===== config.mk =====
export PLATFORM = sky130hd
export DESIGN_NAME = cartridge_mapper_guesser_flat
export DESIGN_NICKNAME = d
export VERILOG_FILES = /design/src/design/cmg_pkg.sv /design/src/design/cmg_in_if.sv /design/src/design/cmg_out_if.sv /design/src/design/cartridge_mapper_guesser.sv /design/src/flat_wrapper.sv
export SDC_FILE = /design/constraint.sdc
export NUM_CORES = 1
export LEC_CHECK = 0
export BUFFER_PORTS_ARGS = -buffer_cell sky130_fd_sc_hd__buf_2
export CAP_MARGIN = 20
export CORE_ASPECT_RATIO = 1.2
export CORE_MARGIN = 4
export CORE_UTILIZATION = 51
export CTS_CLUSTER_DIAMETER = 100
export CTS_CLUSTER_SIZE = 12
export DETAILED_ROUTE_END_ITERATION = 10
export PLACE_DENSITY = 0.7
export SLEW_MARGIN = 40
export SYNTH_ARGS = -nofsm -noshare
export SYNTH_HDL_FRONTEND = slang
export SYNTH_SLANG_ARGS = --single-unit

===== constraint.sdc =====
create_clock -name clk -period 24.7 [get_ports clk]
set_input_delay 3.705 -clock clk [delete_from_list [all_inputs] [get_ports clk]]
set_output_delay 3.705 -clock clk [all_outputs]
set_load 0.01 [all_outputs]

===== src/design/cmg_pkg.sv =====
// Types and constants of the cartridge mapper guesser.
// No dependencies; used by the interfaces, the top level and the checker.
`timescale 1ns / 1ps
`default_nettype none

package cmg_pkg;

  localparam int SizeWidth = 25;
  localparam int VoteWidth = 24;
  localparam int NumGroups = 4;

  typedef logic [7:0]           byte_t;
  typedef logic [3:0]           mapper_class_t;
  typedef logic [VoteWidth-1:0] vote_t;
  typedef logic [NumGroups-1:0] vote_mask_t;

  // result codes
  localparam mapper_class_t ClassPlain     = 4'd0;
  localparam mapper_class_t ClassMirrored  = 4'd1;
  localparam mapper_class_t ClassPage2     = 4'd2;
  localparam mapper_class_t ClassSigA      = 4'd3;
  localparam mapper_class_t ClassSigB      = 4'd4;
  localparam mapper_class_t ClassSigC      = 4'd5;
  localparam mapper_class_t ClassGeneric8k = 4'd6;
  localparam mapper_class_t ClassVoteA     = 4'd7;
  localparam mapper_class_t ClassVoteB     = 4'd8;
  localparam mapper_class_t ClassVoteC     = 4'd9;
  localparam mapper_class_t ClassVoteD     = 4'd10;

  // vote group indexes
  localparam int GroupA = 0;
  localparam int GroupB = 1;
  localparam int GroupC = 2;
  localparam int GroupD = 3;

  // configuration register index (paddr[2])
  localparam logic RegImageSize = 1'b0;

  localparam vote_t VoteMax = {VoteWidth{1'b1}};

  localparam byte_t OpStoreAbs = 8'h32;
  localparam byte_t OpReturn   = 8'hC9;
  localparam byte_t HdrA       = 8'h41;
  localparam byte_t HdrB       = 8'h42;

  // header layout
  localparam int HeaderBytes = 4;
  localparam int TextLoPos   = 8;
  localparam int TextHiPos   = 9;
  localparam int VoteMinPos  = 2;
  localparam int SigOffset   = 16;
  localparam int SigEnd      = 24;
  localparam int SigCount    = 3;

  // size thresholds
  localparam int Page2MinSize = 10;
  localparam int Page2MaxSize = 32'h4000;
  localparam int FlatSize     = 32'h10000;

  localparam byte_t SigText [SigCount][8] = '{
    '{8'h41, 8'h53, 8'h43, 8'h49, 8'h49, 8'h31, 8'h36, 8'h58},
    '{8'h52, 8'h4F, 8'h4D, 8'h5F, 8'h4E, 8'h45, 8'h4F, 8'h38},
    '{8'h52, 8'h4F, 8'h4D, 8'h5F, 8'h4E, 8'h45, 8'h31, 8'h36}
  };

  // bank-switch store targets and the groups each one votes for
  function automatic vote_mask_t vote_groups(input logic [15:0] addr);
    vote_mask_t m;
    m = '0;
    unique case (addr)
      16'h5000, 16'h9000, 16'hB000: m[GroupA] = 1'b1;
      16'h4000, 16'h8000, 16'hA000: m[GroupB] = 1'b1;
      16'h6800, 16'h7800:           m[GroupC] = 1'b1;
      16'h6000: begin
        m[GroupB] = 1'b1;
        m[GroupC] = 1'b1;
        m[GroupD] = 1'b1;
      end
      16'h7000: begin
        m[GroupA] = 1'b1;
        m[GroupC] = 1'b1;
        m[GroupD] = 1'b1;
      end
      16'h77FF:                     m[GroupD] = 1'b1;
      default:                      m = '0;
    endcase
    return m;
  endfunction

endpackage

`default_nettype wire


===== src/design/cmg_in_if.sv =====
// Input channel of the mapper guesser: one image byte per transaction.
// Depends on cmg_pkg for the byte type.
`timescale 1ns / 1ps
`default_nettype none

interface cmg_in_if;
  logic          valid;
  logic          ready;
  cmg_pkg::byte_t image_byte;
  logic          is_last;

  modport source (output valid, output image_byte, output is_last, input ready);
  modport sink   (input valid, input image_byte, input is_last, output ready);
endinterface

`default_nettype wire


===== src/design/cmg_out_if.sv =====
// Result channel of the mapper guesser: one class code per transaction.
// Depends on cmg_pkg for the class type.
`timescale 1ns / 1ps
`default_nettype none

interface cmg_out_if;
  logic                  valid;
  logic                  ready;
  cmg_pkg::mapper_class_t mapper_class;

  modport source (output valid, output mapper_class, input ready);
  modport sink   (input valid, input mapper_class, output ready);
endinterface

`default_nettype wire


===== src/design/cartridge_mapper_guesser.sv =====
// Cartridge mapper guesser, top level.
// Depends on cmg_pkg, cmg_in_if and cmg_out_if.
//
// Usage:
//   Write image_size (byte address 0, APB, pready tied high) while idle, then
//   stream the image one byte per transaction on in_ch, is_last set on the
//   final byte. Bytes past image_size are ignored. Each is_last transaction
//   yields exactly one mapper_class on out_ch; other bytes yield nothing.
//   A size of zero gives the plain class and ignores the final byte.
// Throughput: one byte per cycle, but an is_last byte waits while out_ch stalls.
// Path: the is_last byte is accepted into the input register; the state update
//   and classifier then feed the output register, which drives out_ch.valid.
//   The classifier works on the updated stream state.
// Stall: out_ch holds its result while ready is low. Bytes without is_last keep
//   flowing; an is_last byte waits in the input register, in_ch.ready low, until
//   the result is taken. No transaction is lost or repeated.
// Reset: rst_n, synchronous active low, clears the stream state, the pending
//   result and image_size; no clearing pass, the block is ready at once.
// MAX_IMAGE_BYTES caps image_size and sets the byte position counter width.
`timescale 1ns / 1ps
`default_nettype none

module cartridge_mapper_guesser #(
  parameter int unsigned MAX_IMAGE_BYTES = 16777216
) (
  input  logic        clk,
  input  logic        rst_n,
  cmg_in_if.sink      in_ch,
  cmg_out_if.source   out_ch,
  input  logic        psel,
  input  logic        penable,
  input  logic        pwrite,
  input  logic [2:0]  paddr,
  input  logic [31:0] pwdata,
  output logic [31:0] prdata,
  output logic        pready
);

  localparam int PW = $clog2(MAX_IMAGE_BYTES + 1);
  localparam logic [31:0] MaxBytes = 32'(MAX_IMAGE_BYTES);

  typedef logic [PW-1:0] pos_t;

  // configuration
  logic [cmg_pkg::SizeWidth-1:0] size_r;
  logic [31:0]                   size32;
  pos_t                          size_eff;
  pos_t                          size_m1;
  logic                          cfg_wr;

  // input register
  logic           s1_valid_r;
  cmg_pkg::byte_t s1_byte_r;
  logic           s1_last_r;

  // stream state
  pos_t           pos_r, pos_nxt;
  logic [15:0]    prev_r, prev_nxt;
  logic [31:0]    hdr_r, hdr_nxt;
  logic [15:0]    text_r, text_nxt;
  cmg_pkg::byte_t probe_r, probe_nxt;
  logic [cmg_pkg::SigCount-1:0] sigm_r, sigm_nxt;
  cmg_pkg::vote_t votes_r [cmg_pkg::NumGroups];
  cmg_pkg::vote_t votes_nxt [cmg_pkg::NumGroups];

  // output register
  logic                   out_valid_r;
  cmg_pkg::mapper_class_t out_class_r;
  cmg_pkg::mapper_class_t class_nxt;

  logic adv, take, take_byte;
  cmg_pkg::vote_mask_t vmask;
  logic [15:0] idx_cur;

  assign pready = 1'b1;
  assign cfg_wr = psel && penable && pwrite;
  assign prdata = (paddr[2] == cmg_pkg::RegImageSize) ? 32'(size_r) : 32'd0;

  always_ff @(posedge clk) begin
    if (!rst_n) begin
      size_r <= '0;
    end else if (cfg_wr && paddr[2] == cmg_pkg::RegImageSize) begin
      size_r <= pwdata[cmg_pkg::SizeWidth-1:0];
    end
  end

  assign size32   = 32'(size_r);
  assign size_eff = (size32 > MaxBytes) ? PW'(MaxBytes) : PW'(size32);
  assign size_m1  = size_eff - pos_t'(1);

  // output register is free; only an is_last byte needs it
  assign adv          = !out_valid_r || out_ch.ready;
  assign take         = s1_valid_r && (adv || !s1_last_r);
  assign in_ch.ready  = !s1_valid_r || adv || !s1_last_r;
  assign out_ch.valid = out_valid_r;
  assign out_ch.mapper_class = out_class_r;

  always_ff @(posedge clk) begin
    if (!rst_n) begin
      s1_valid_r <= 1'b0;
    end else if (in_ch.ready) begin
      s1_valid_r <= in_ch.valid;
    end
  end

  always_ff @(posedge clk) begin
    if (in_ch.ready && in_ch.valid) begin
      s1_byte_r <= in_ch.image_byte;
      s1_last_r <= in_ch.is_last;
    end
  end

  assign take_byte = take && (pos_r < size_eff);
  assign idx_cur   = hdr_r[31:16] & size_m1[15:0];
  assign vmask     = cmg_pkg::vote_groups({s1_byte_r, prev_r[7:0]});

  // per-byte state update
  always_comb begin
    pos_nxt   = pos_r;
    prev_nxt  = prev_r;
    hdr_nxt   = hdr_r;
    text_nxt  = text_r;
    probe_nxt = probe_r;
    sigm_nxt  = sigm_r;
    for (int g = 0; g < cmg_pkg::NumGroups; g++) begin
      votes_nxt[g] = votes_r[g];
    end
    if (take_byte) begin
      for (int j = 0; j < cmg_pkg::HeaderBytes; j++) begin
        if (pos_r == PW'(j)) begin
          hdr_nxt[8*j +: 8] = s1_byte_r;
        end
      end
      if (pos_r == PW'(cmg_pkg::TextLoPos)) begin
        text_nxt[7:0] = s1_byte_r;
      end
      if (pos_r == PW'(cmg_pkg::TextHiPos)) begin
        text_nxt[15:8] = s1_byte_r;
      end
      if (pos_r >= PW'(cmg_pkg::SigOffset) && pos_r < PW'(cmg_pkg::SigEnd)) begin
        for (int k = 0; k < cmg_pkg::SigCount; k++) begin
          if (cmg_pkg::SigText[k][pos_r[2:0]] != s1_byte_r) begin
            sigm_nxt[k] = 1'b0;
          end
        end
      end
      if (pos_r >= PW'(cmg_pkg::HeaderBytes) && pos_r == PW'(idx_cur)) begin
        probe_nxt = s1_byte_r;
      end
      // store-absolute opcode two bytes back; must start before size-3
      if (pos_r >= PW'(cmg_pkg::VoteMinPos)
          && ((PW+1)'(pos_r) + (PW+1)'(1)) < (PW+1)'(size_eff)
          && prev_r[15:8] == cmg_pkg::OpStoreAbs) begin
        for (int g = 0; g < cmg_pkg::NumGroups; g++) begin
          if (vmask[g] && votes_r[g] != cmg_pkg::VoteMax) begin
            votes_nxt[g] = votes_r[g] + cmg_pkg::vote_t'(1);
          end
        end
      end
      prev_nxt = {prev_r[7:0], s1_byte_r};
      pos_nxt  = pos_r + pos_t'(1);
    end
  end

  // classifier on the updated state
  logic           ab;
  logic [15:0]    init_n, idx_n;
  cmg_pkg::byte_t probe_n;
  cmg_pkg::vote_t cnt [cmg_pkg::NumGroups];
  logic [cmg_pkg::NumGroups-1:0] win;

  always_comb begin
    ab      = hdr_nxt[7:0] == cmg_pkg::HdrA && hdr_nxt[15:8] == cmg_pkg::HdrB;
    init_n  = hdr_nxt[31:16];
    idx_n   = init_n & size_m1[15:0];
    probe_n = (idx_n < 16'(cmg_pkg::HeaderBytes)) ? hdr_nxt[{idx_n[1:0], 3'b000} +: 8]
                                                 : probe_nxt;
    for (int g = 0; g < cmg_pkg::NumGroups; g++) begin
      cnt[g] = votes_nxt[g];
    end
    // group C is handicapped by one vote
    if (cnt[cmg_pkg::GroupC] != '0) begin
      cnt[cmg_pkg::GroupC] = votes_nxt[cmg_pkg::GroupC] - cmg_pkg::vote_t'(1);
    end
    // winner: the latest group holding the nonzero maximum
    for (int g = 0; g < cmg_pkg::NumGroups; g++) begin
      win[g] = cnt[g] != '0;
      for (int j = 0; j < cmg_pkg::NumGroups; j++) begin
        if (j < g && cnt[g] < cnt[j]) begin
          win[g] = 1'b0;
        end
        if (j > g && cnt[g] <= cnt[j]) begin
          win[g] = 1'b0;
        end
      end
    end

    priority if (size_eff == '0) begin
      class_nxt = cmg_pkg::ClassPlain;
    end else if (size_eff >= PW'(cmg_pkg::SigEnd) && pos_nxt >= PW'(cmg_pkg::SigEnd)
                 && sigm_nxt != '0) begin
      priority if (sigm_nxt[0]) begin
        class_nxt = cmg_pkg::ClassSigA;
      end else if (sigm_nxt[1]) begin
        class_nxt = cmg_pkg::ClassSigB;
      end else begin
        class_nxt = cmg_pkg::ClassSigC;
      end
    end else if (size_eff < PW'(cmg_pkg::FlatSize)) begin
      if (size_eff <= PW'(cmg_pkg::Page2MaxSize) && size_eff >= PW'(cmg_pkg::Page2MinSize)
          && ab && text_nxt[15:14] == 2'b10
          && (init_n == '0 || (init_n[15:14] == 2'b10 && probe_n == cmg_pkg::OpReturn))) begin
        class_nxt = cmg_pkg::ClassPage2;
      end else begin
        class_nxt = cmg_pkg::ClassMirrored;
      end
    end else if (size_eff == PW'(cmg_pkg::FlatSize) && !ab) begin
      class_nxt = cmg_pkg::ClassMirrored;
    end else if (win[cmg_pkg::GroupD]) begin
      class_nxt = cmg_pkg::ClassVoteD;
    end else if (win[cmg_pkg::GroupC]) begin
      class_nxt = cmg_pkg::ClassVoteC;
    end else if (win[cmg_pkg::GroupB]) begin
      class_nxt = cmg_pkg::ClassVoteB;
    end else if (win[cmg_pkg::GroupA]) begin
      class_nxt = cmg_pkg::ClassVoteA;
    end else begin
      class_nxt = cmg_pkg::ClassGeneric8k;
    end
  end

  // stream state; the last byte clears it for the next image
  always_ff @(posedge clk) begin
    if (!rst_n || (take && s1_last_r)) begin
      pos_r   <= '0;
      prev_r  <= '0;
      hdr_r   <= '0;
      text_r  <= '0;
      probe_r <= '0;
      sigm_r  <= '1;
      for (int g = 0; g < cmg_pkg::NumGroups; g++) begin
        votes_r[g] <= '0;
      end
    end else begin
      pos_r   <= pos_nxt;
      prev_r  <= prev_nxt;
      hdr_r   <= hdr_nxt;
      text_r  <= text_nxt;
      probe_r <= probe_nxt;
      sigm_r  <= sigm_nxt;
      for (int g = 0; g < cmg_pkg::NumGroups; g++) begin
        votes_r[g] <= votes_nxt[g];
      end
    end
  end

  always_ff @(posedge clk) begin
    if (!rst_n) begin
      out_valid_r <= 1'b0;
    end else if (adv) begin
      out_valid_r <= take && s1_last_r;
    end
  end

  always_ff @(posedge clk) begin
    if (adv) begin
      out_class_r <= class_nxt;
    end
  end

endmodule

`default_nettype wire


===== src/flat_wrapper.sv =====
// flat-port wrapper written by rule: the top's interface ports become plain ports
module cartridge_mapper_guesser_flat 
#(
  parameter int unsigned MAX_IMAGE_BYTES = 16777216
)
  (clk, rst_n, psel, penable, pwrite, paddr, pwdata, prdata, pready, in_ch_valid, in_ch_image_byte, in_ch_is_last, in_ch_ready, out_ch_valid, out_ch_mapper_class, out_ch_ready);
  cmg_in_if in_ch_i ();
  cmg_out_if out_ch_i ();
  input  logic clk;
  input  logic rst_n;
  input  logic psel;
  input  logic penable;
  input  logic pwrite;
  input  logic [2:0] paddr;
  input  logic [31:0] pwdata;
  output logic [31:0] prdata;
  output logic pready;
  input wire logic [$bits(in_ch_i.valid)-1:0] in_ch_valid;
  input wire logic [$bits(in_ch_i.image_byte)-1:0] in_ch_image_byte;
  input wire logic [$bits(in_ch_i.is_last)-1:0] in_ch_is_last;
  output wire logic [$bits(in_ch_i.ready)-1:0] in_ch_ready;
  output wire logic [$bits(out_ch_i.valid)-1:0] out_ch_valid;
  output wire logic [$bits(out_ch_i.mapper_class)-1:0] out_ch_mapper_class;
  input wire logic [$bits(out_ch_i.ready)-1:0] out_ch_ready;
  assign in_ch_i.valid = in_ch_valid;
  assign in_ch_i.image_byte = in_ch_image_byte;
  assign in_ch_i.is_last = in_ch_is_last;
  assign in_ch_ready = in_ch_i.ready;
  assign out_ch_valid = out_ch_i.valid;
  assign out_ch_mapper_class = out_ch_i.mapper_class;
  assign out_ch_i.ready = out_ch_ready;
  cartridge_mapper_guesser #(.MAX_IMAGE_BYTES(MAX_IMAGE_BYTES)) u_core (.clk(clk), .rst_n(rst_n), .in_ch(in_ch_i), .out_ch(out_ch_i), .psel(psel), .penable(penable), .pwrite(pwrite), .paddr(paddr), .pwdata(pwdata), .prdata(prdata), .pready(pready));
endmodule

# [Word-level counts from Yosys, hierarchy flattened]
# Memories as Yosys holds them, arrays and structs flattened.
# Cells that the tools add are included.
[classes] addsub=8 order_cmp=26 eq_ne=31 shift=1 muxes=65 n_bitwise=8 reduce_logical=50
[op_table] op="$mux 24" n=9
[op_table] op="$mux 96" n=2
[op_table] op="$le 24x24->1" n=6
[op_table] op="$lt 24x24->1" n=6
[op_table] op="$mux 8" n=15
[op_table] op="$reduce_bool 24->1" n=5
[op_table] op="$eq 16x15->1 const B" n=7
[op_table] op="$add 24x1->24 const B" n=4
[op_table] op="$ne 24x24->1 const B" n=4
[op_table] op="$ge 25x5->1 const B" n=3
[op_table] op="$mux 25" n=3
[op_table] op="$eq 16x16->1 const B" n=4
[op_table] op="$eq 25x2->1 const B" n=2
[op_table] op="$eq 25x4->1 const B" n=2
[op_table] op="$logic_not 25->1" n=2
[op_table] op="$and 16x16->16" n=2
[op_table] op="$mux 32" n=1
[op_table] op="$shiftx 32x6->8" n=1
[op_table] op="$mux 4" n=7
[op_table] op="$add 25x1->26 const B" n=1
[op_table] op="$lt 26x25->1" n=1
[op_table] op="$add 25x1->25 const B" n=1
[op_table] op="$eq 25x1->1 const B" n=1
[op_table] op="$eq 25x16->1" n=1
[op_table] op="other kinds (33)" n=99
[word_totals] reg_bits=140 mem_bits_rw=96 romBits=192 output_inout_bits=39 memories=4
[mem_list] name="u_core.votes_r" depth=4 word_bits=24 read_ports=4 rd_clocked_by_memory_dff=0 write_ports=4 line_no="cartridge_mapper_guesser.sv:63" text="cmg_pkg::vote_t votes_r [cmg_pkg::NumGroups];"
[mem_list] name="(no name shown)" depth=8 word_bits=8 read_ports=1 rd_clocked_by_memory_dff=0 write_ports=0 line_no="cartridge_mapper_guesser.sv:142" text="if (cmg_pkg::SigText[k][pos_r[2:0]] != s1_byte_r) begin"
[mem_list] name="(no name shown)" depth=8 word_bits=8 read_ports=1 rd_clocked_by_memory_dff=0 write_ports=0 line_no="cartridge_mapper_guesser.sv:142"
[mem_list] name="(no name shown)" depth=8 word_bits=8 read_ports=1 rd_clocked_by_memory_dff=0 write_ports=0 line_no="cartridge_mapper_guesser.sv:142"

# [Depth between registers and ports, before layout]
# Gate-level depths: netlist (run 1).
[logic_depth] ltp_word=19 ltp_mapped=46 ltp_nobuf=41

# [Worst setup path after synthesis (run 1)]
# Ideal clock, no wire load.
[synth_path] kind="input-to-reg" from="input out_ch_ready" to="register u_core.out_class_r[2], in the netlist u_core.out_ch.mapper_class[2], data pin" setup_ns=0.255 arrival_ns=8.888 required_ns=24.445 slack_ns=15.556 cell_stages=27 path_buffers=1 cell_sequence="nor2b_1 -> a211o_1 -> a221oi_4 -> o211ai_4 -> nor4_1 -> mux2_2 -> nor4_1 -> nand2_1 -> and3b_1 -> buf_2 -> nor2_1 -> o21ai_0 -> xor2_1 -> ha_1 -> a21o_1 -> a21oi_1 -> nor2b_1 -> o21ai_0 -> nand2b_1 -> a21oi_1 -> nor2b_1 -> o21ai_0 -> nand2_1 -> a221oi_1 -> a32oi_2 -> o31a_1 -> a31o_1"
[synth_via] elab_chain_len=16
[synth_rtl] item="start, declared" line_no="flat_wrapper.sv:24" text="input wire logic [$bits(out_ch_i.ready)-1:0] out_ch_ready;"
[synth_rtl] item="$logic_or 1x1->1 *" line_no="cartridge_mapper_guesser.sv:92" text="assign adv = !out_valid_r || out_ch.ready;"
[synth_rtl] item="$logic_or 1x1->1 *" line_no="cartridge_mapper_guesser.sv:93" text="assign take = s1_valid_r && (adv || !s1_last_r);"
[synth_rtl] item="$logic_and 1x1->1 *" line_no="cartridge_mapper_guesser.sv:93"
[synth_rtl] item="$logic_and 1x1->1 *" line_no="cartridge_mapper_guesser.sv:113" text="assign take_byte = take && (pos_r < size_eff);"
[synth_rtl] item="$mux 96" line_no="cartridge_mapper_guesser.sv:128" text="if (take_byte) begin"
[synth_rtl] item="$sub 24x1->24 / $reduce_bool 24->1 (equally long branches)" line_no="cartridge_mapper_guesser.sv:183, cartridge_mapper_guesser.sv:182"
[synth_rtl] item="$mux 24" line_no="cartridge_mapper_guesser.sv:182" text="if (cnt[cmg_pkg::GroupC] != '0) begin"
[synth_rtl] item="$le 24x24->1 (tied with other cells)" line_no="cartridge_mapper_guesser.sv:192" text="if (j > g && cnt[g] <= cnt[j]) begin"
[synth_rtl] item="$mux 1, on equally long branches (2 in a row)" line_no="cartridge_mapper_guesser.sv:192, cartridge_mapper_guesser.sv:189"
[synth_rtl] item="$mux 4 / $mux 1 (equally long branches)" line_no="cartridge_mapper_guesser.sv:223, cartridge_mapper_guesser.sv:192"
[synth_rtl] item="$mux 4" line_no="cartridge_mapper_guesser.sv:221" text="end else if (win[cmg_pkg::GroupC]) begin"
[synth_rtl] item="$mux 4" line_no="cartridge_mapper_guesser.sv:219" text="end else if (win[cmg_pkg::GroupD]) begin"
[synth_rtl] item="$mux 4" line_no="cartridge_mapper_guesser.sv:217" text="end else if (size_eff == PW'(cmg_pkg::FlatSize) && !ab) begin"
[synth_rtl] item="$mux 4" line_no="cartridge_mapper_guesser.sv:209" text="end else if (size_eff < PW'(cmg_pkg::FlatSize)) begin"
[synth_rtl] item="$mux 4 *" line_no="cartridge_mapper_guesser.sv:200" text="end else if (size_eff >= PW'(cmg_pkg::SigEnd) && pos_nxt >= PW'(cmg_pkg::SigEnd)"
[synth_rtl] item="end signal, assigned" line_no="cartridge_mapper_guesser.sv:267" text="out_class_r <= class_nxt;"
[synth_rtl] item="end, declared" line_no="cartridge_mapper_guesser.sv:68" text="cmg_pkg::mapper_class_t out_class_r;"
# Every way passes the cells marked *; elsewhere a longest branch is shown, timed or not.
# A chain may end at the register's enable or synchronous reset.

# [Worst setup path after layout (run 1)]
[layout_path] from="register u_core.pos_r[2]" to="register u_core.out_class_r[2], in the netlist u_core.out_ch.mapper_class[2], data pin"
[layout_via] elab_chain_len=17
[layout_rtl] item="start, declared" line_no="cartridge_mapper_guesser.sv:57" text="pos_t pos_r, pos_nxt;"
[layout_rtl] item="start signal, assigned" line_no="cartridge_mapper_guesser.sv:245" text="pos_r <= pos_nxt;"
[layout_rtl] item="$add 25x1->26" line_no="cartridge_mapper_guesser.sv:152" text="&& ((PW+1)'(pos_r) + (PW+1)'(1)) < (PW+1)'(size_eff)"
[layout_rtl] item="$lt 26x25->1" line_no="cartridge_mapper_guesser.sv:152"
[layout_rtl] item="$logic_and 1x1->1" line_no="cartridge_mapper_guesser.sv:152"
[layout_rtl] item="$logic_and 1x1->1" line_no="cartridge_mapper_guesser.sv:153" text="&& prev_r[15:8] == cmg_pkg::OpStoreAbs) begin"
[layout_rtl] item="$mux 96" line_no="cartridge_mapper_guesser.sv:151" text="if (pos_r >= PW'(cmg_pkg::VoteMinPos)"
[layout_rtl] item="$mux 96" line_no="cartridge_mapper_guesser.sv:128"
[layout_rtl] item="$sub 24x1->24 / $reduce_bool 24->1 (equally long branches)" line_no="cartridge_mapper_guesser.sv:183, cartridge_mapper_guesser.sv:182"
[layout_rtl] item="$mux 24" line_no="cartridge_mapper_guesser.sv:182"
[layout_rtl] item="$le 24x24->1 (tied with other cells)" line_no="cartridge_mapper_guesser.sv:192"
[layout_rtl] item="$mux 1, on equally long branches (2 in a row)" line_no="cartridge_mapper_guesser.sv:192, cartridge_mapper_guesser.sv:189"
[layout_rtl] item="$mux 4 / $mux 1 (equally long branches)" line_no="cartridge_mapper_guesser.sv:223, cartridge_mapper_guesser.sv:192"
[layout_rtl] item="$mux 4" line_no="cartridge_mapper_guesser.sv:221"
[layout_rtl] item="$mux 4" line_no="cartridge_mapper_guesser.sv:219"
[layout_rtl] item="$mux 4" line_no="cartridge_mapper_guesser.sv:217"
[layout_rtl] item="$mux 4" line_no="cartridge_mapper_guesser.sv:209"
[layout_rtl] item="$mux 4 *" line_no="cartridge_mapper_guesser.sv:200"
# Every way passes the cells marked *; elsewhere a longest branch is shown, timed or not. The select of a mux whose other input is x is not followed.

==> results.ini, run 1 <==
[synth]
syn_area_per_cell_sq_um=7.72
yosysWarnings=0
synthArstFlopShare_pct=0
synth_top_flop_cell=dfxtp_1
synth-simple-area-share_pct=29.1
syn_area_sq_um=18400
syn_inst=2377
ys_seq_area_share_pct=24.9
synth_top_family_by_area=simple AND/OR/NAND/NOR gates
synth_xor_area_share_pct=9.93
synth-seq-cells=222
synth-adder-area-share_pct=13.9
ys_types=89
synth_edf_count=13
synth_mux_area_share_pct=2.88
synth_compound_area_share_pct=14.2

[placed_design]
placed_area_sq_um=19100
io_buffers=72
dp_hpwl_mm=43.9
gp_congestion=0.962

[clock_tree]
ctsHoldBuffers=0
cts_setup_buffers=0
clkTransAtPathRegs_ns=0.06
clk_latency_ns=0.54
clockBufferDepth=3
cts_sinks=222
cts-root-buf=clkbuf_16
cts_buffers=22
cts_resized=0
htreeDepth=1
cts_tree=yes

[finish]
final_cell_mix=285 x nor2_1, 265 x nand2_1, 208 x dfxtp_1, 204 x ha_1, 116 x inv_1
multiInputGateArea_sq_um=13000
drive_gt1_share_pct=6.99
layout_commonest_cell=nor2_1
seqCellArea_sq_um=4580
stdcell_area_sq_um=19700
areaGrowthSynthToFinish_pct=7.39
n_fill_cell=3403
final_nets=2636

[route]
ant_nets=0
vias_per_cell=6.19
num_vias=17600
dr.first_iter.drc_count=1475
wl_mm=57.1
drc=0
dr.pass1.iters=8
wl_per_cell_um=20.0

[setup_path]
cpPeakStageDelay_ns=0.73
slowest_stage=nor4_1
reg2reg_from=u_core.pos_r[2]
cp.buffers_inverters=2
path_depth=41
path_class=reg2reg
r2r.worst_path.cells=41
crit_start=u_core.pos_r[2]
path_common_cell=a21oi_1
required_ns=24.99
worstPathArrival_ns=11.45
start_kind=flop
endpoint_kind=flop
crit_family=simple AND/OR/NAND/NOR gates
crit_fanout=29

[die]
num_io_pins=90
dieArea_sq_um=39100
chipHeight_um=216
num_rows=75
start_util_pct=52.0
dieWidth_um=181
coreArea_sq_um=35300

[timing]
relSlewSlack_pct=38.9
tightest_slew_ns=0.907
setup_violations=0
grt_setup_unrepaired=false
final.setup.tns_ns=0
period_needed_ns=11.16
finalHoldViolations=0
max_freq_ghz=0.0896
maxSlewViolCount=0
fin_skew_ns=0.0148
fin_crit_sh_pct=45.2

[grt]
overflow=0
grt_pass1_wl_mm=90.1
antenna_found_initial=1
grt_max_degree=99
grt_pass1_vias=17200
track_usage_pct=27.9

[power]
leakagePower_nw=8.50
p_per_area_nw_per_um2=39.5
peakVddDrop_mv=0.0416

[worst_hold_path]
worstHoldStart=u_core.hdr_r[13]
min_path_cells=2
worst_hold_path_type=reg2reg

[outcome]
status=completed

[run]
max_cap_viol_count=0

-- kinds of logic after synthesis --
| group | count (synthesis) |
|---|---|
| compound gates | 389 |
| xor+xnor | 201 |
| fa+ha+maj | 204 |
| buf+inv | 236 |
| flops | 222 |
| mux | 52 |
| other cells | 2 |
| simple gates | 1071 |
-- sequential cells by signal, indices dropped and copies added, names as in the netlist, 2 cells and up --
register                    cells
u_core.size_r                  25
u_core.probe_r                  8
u_core.s1_byte_r                8
u_core.prev_r                  16
u_core.votes_r                 96
u_core.hdr_r                   32
u_core.sigm_r                   3
u_core.text_r                   2
u_core.out_ch.mapper_class      4
u_core.pos_r                   25
-- cells in the mapped netlist (9+ instances only) --
cell type    n  area [sq um]
nor2_1     285          1070
xnor2_1    116          1020
nor4_1      41           257
dfxtp_1    209          4180
nand4_1    113           707
and2_1       9          56.3
a21oi_1    107           536
a21o_1      20           150
or3_1       13          81.3
nor2b_1     65           407
mux2i_1     46           460
o21a_1      27           203
o21ai_0     72           360
and4_1      22           193
and3_1      32           200
a21boi_0    29           218
clkbuf_1   102           383
a31oi_1     17           106
or4_1       10          75.1
or2_2       10          62.6
nand2b_1    33           206
inv_1      116           435
ha_1       204          2550
nand3_1     83           415
o31ai_1     11          82.6
nand2_1    265           995
nor3_1      54           270
edfxtp_1    13           390
xor2_1      80           701
-- layout make-up --
cell class	instances	share of cell area [%]
Tap cell	462	2.93
Timing Repair Buffer	94	2.72
Clock buffer	29	2.98
Antenna cell	1	0.0127
Inverter	116	2.21
Clock inverter	2	0.235
Sequential cell	222	23.2
Multi-Input combinational cell	1925	65.7
-- where the power goes --
group / internal, mW / switching, mW / leakage [nW]
combinational: 0.0274 / 0.0555 / 6.38
clock: 0.175 / 0.147 / 0.306
sequential: 0.367 / 0.00724 / 1.82
total: 0.570 / 0.209 / 8.50
-- path summary, 6_finish.rpt --
path,endpoint,slack (ns)
worst min register to register,u_core.hdr_r[13],0.46
worst max-delay path,u_core.out_ch.mapper_class[2],13.54
worst min-delay path,u_core.hdr_r[13],0.46
worst max register to register,u_core.out_ch.mapper_class[2],13.54
-- worst min-delay path: cells and delay by family (launching register included) --
kind,cells,cell delay [ns]
and+or+nand+nor,1,0.05
AOI/OAI and AO/OA,1,0.05
DFF,1,0.31
-- routing by layer --
layer	global-route usage, %	vias up	share of wire [%]
met4	16.5	0	6.4
li1	-	8432	-
met2	49.5	766	48
met1	32.1	8219	39
met5	0	-	0
met3	3.50	223	6.8
-- metrics by stage --
stage	setup WS, ns	util (%)	total power [mW]	std cells	hold WS, ns
2_1_floorplan	15.56	-	0.437	2383	0.427
3_3_place_gp	13.66	53.9	0.462	2817	0.433
3_5_place_dp	13.81	54.0	0.464	2819	0.444
4_1_cts	13.74	55.8	0.787	2850	0.453
5_1_grt	12.55	55.9	0.811	2850	0.458
6_report	13.54	55.9	0.779	2851	0.456
Power figures use the tool's default switching activity.
==> run 2, diff against run 1 <==
--- a/config.mk
+++ b/config.mk
@@ -13,7 +13,7 @@
 export CTS_CLUSTER_DIAMETER = 100
 export CTS_CLUSTER_SIZE = 12
 export DETAILED_ROUTE_END_ITERATION = 10
-export PLACE_DENSITY = 0.7
+export PLACE_DENSITY = 0.73
 export SLEW_MARGIN = 40
 export SYNTH_ARGS = -nofsm -noshare
 export SYNTH_HDL_FRONTEND = slang
==> constraint.sdc (replaced) <==
create_clock -name clk -period 10.08 [get_ports clk]
set_input_delay 1.512 -clock clk [delete_from_list [all_inputs] [get_ports clk]]
set_output_delay 1.512 -clock clk [all_outputs]
set_load 0.01 [all_outputs]
==> results.ini, run 2 (synthesis gave the netlist of run 1 again) <==
[clock_tree]
cts_sinks=222
htreeDepth=1
clkTransAtPathRegs_ns=0.07
cts-root-buf=clkbuf_16
clk_latency_ns=0.56
cts_tree=yes
clockBufferDepth=3
cts_buffers=22

[die]
dieArea_sq_um=39100
num_rows=75
num_io_pins=90
chipHeight_um=216
dieWidth_um=181
start_util_pct=52.0
coreArea_sq_um=35300

[setup_path]
worstPathArrival_ns=9.75
endpoint_kind=flop
start_kind=flop
slowest_stage=dfxtp_1
crit_fanout=11
path_class=reg2reg
required_ns=10.40
cpPeakStageDelay_ns=0.60
path_common_cell=a21oi_1

[finish]
final_cell_mix=285 x nor2_1, 265 x nand2_1, 209 x dfxtp_1, 204 x ha_1
largest_register=u_core.votes_r
seqCellArea_sq_um=4570
layout_commonest_cell=nor2_1
top_regs=u_core.votes_r (96), u_core.hdr_r (32)
multiInputGateArea_sq_um=12900
final_nets=2662
drive_gt1_share_pct=7.79
instances_no_fill=2874
antenna_cells=0
largest_reg_flops=96
n_fill_cell=3348
areaGrowthSynthToFinish_pct=8.11

[timing]
worst_slack_ns=0.642
period_needed_ns=9.44
holdWs_ns=0.450
setup_violations=0
finalHoldViolations=0
fin_crit_sh_pct=93.6
maxSlewViolCount=0
fin_skew_ns=0.0357
grt_setup_unrepaired=false
max_freq_ghz=0.106
tightest_slew_ns=0.853
relSlewSlack_pct=42.6
final.setup.tns_ns=0

[route]
ant_nets=0
dr.pass1.iters=5
drc=0
wl_mm=57.4
wl_per_cell_um=20.0
dr.first_iter.drc_count=1327
num_vias=17800
vias_per_cell=6.19

[placed_design]
dp_hpwl_mm=44.6
place_ws_ns=0.570
placed_cells=2844
io_buffers=72
gp_congestion=0.998

[worst_hold_path]
worst_hold_path_type=reg2reg

[power]
p_total_mw=1.89
peakVddDrop_mv=0.104
leakagePower_nw=8.59
p_per_area_nw_per_um2=95.3

[grt]
track_usage_pct=28.1
antenna_found_initial=0
overflow=0
grt_max_degree=100
grt_pass1_wl_mm=90.2
grt_pass1_vias=17300

[outcome]
status=completed

[run]
max_cap_viol_count=0

## run 2: cell types whose count changed in the layout (fill, tap and decap cells not counted), moves of 2 or more
cell and change:
nor3_2 -2, buf_4 +27, nor3_1 +2, buf_6 -2
## run 2: per-layer routing
layer	global-route usage (%)	share of wire, %	vias up
li1	-	-	8485
met1	32.1	39	8318
met2	49.7	48	731
met3	3.22	5.9	242
met4	17.6	7.1	0
met5	0	0	-
## run 2: repair_timing
| action | CTS | global route |
|---|---|---|
| hold buffers | 0 | 0 |
| endpoints found under the setup margin | 0 | 4 |
| hold endpoints to repair | 0 | 0 |
| setup buffers | 0 | 0 |
| gates resized for setup | 0 | 2 |
## run 2: path summary, 6_finish.rpt
| kind | from | endpoint | slack, ns | depth (start not counted) |
|---|---|---|---|---|
| worst min register to register | u_core.hdr_r[13] | u_core.hdr_r[13] | 0.45 | 2 |
| worst max register to register | u_core.pos_r[7] | u_core.out_ch.mapper_class[2] | 0.64 | 43 |
| worst min-delay path | u_core.hdr_r[13] | u_core.hdr_r[13] | 0.45 | 2 |
| worst max-delay path | u_core.pos_r[7] | u_core.out_ch.mapper_class[2] | 0.64 | 43 |
## run 2: where the power goes
group	internal, mW	switching (mW)	leakage, nW
clock	0.397	0.364	0.289
combinational	0.0702	0.138	6.49
sequential	0.900	0.0230	1.82
## run 2: final cells by class
type / instances / area share, %
multi-input cells: 1925 / 65.1
flip-flops and latches: 222 / 23.0
repair buffers: 120 / 3.69
well taps: 462 / 2.91
clock buffers: 27 / 2.87
inverters: 116 / 2.19
clock inverters: 2 / 0.189
## run 2: stage by stage
stage,area [sq um],util (%)
after global routing,19800,56.3
after floorplan,18400,-
final,19800,56.3
after CTS,19800,56.2
after detailed placement,19200,54.5
after global placement,19200,54.4
## run 2: worst max-delay path: cells and delay by family, from the launching register on
| kind | cells | cell delay [ns] |
|---|---|---|
| flip-flops | 1 | 0.60 |
| buffers and inverters | 4 | 0.64 |
| multiplexers | 1 | 0.42 |
| XOR/XNOR | 2 | 0.43 |
| AND/OR/NAND/NOR | 18 | 3.40 |
| AO/OA/AOI/OAI | 15 | 2.88 |
| adder cells (fa/ha/maj) | 3 | 0.84 |
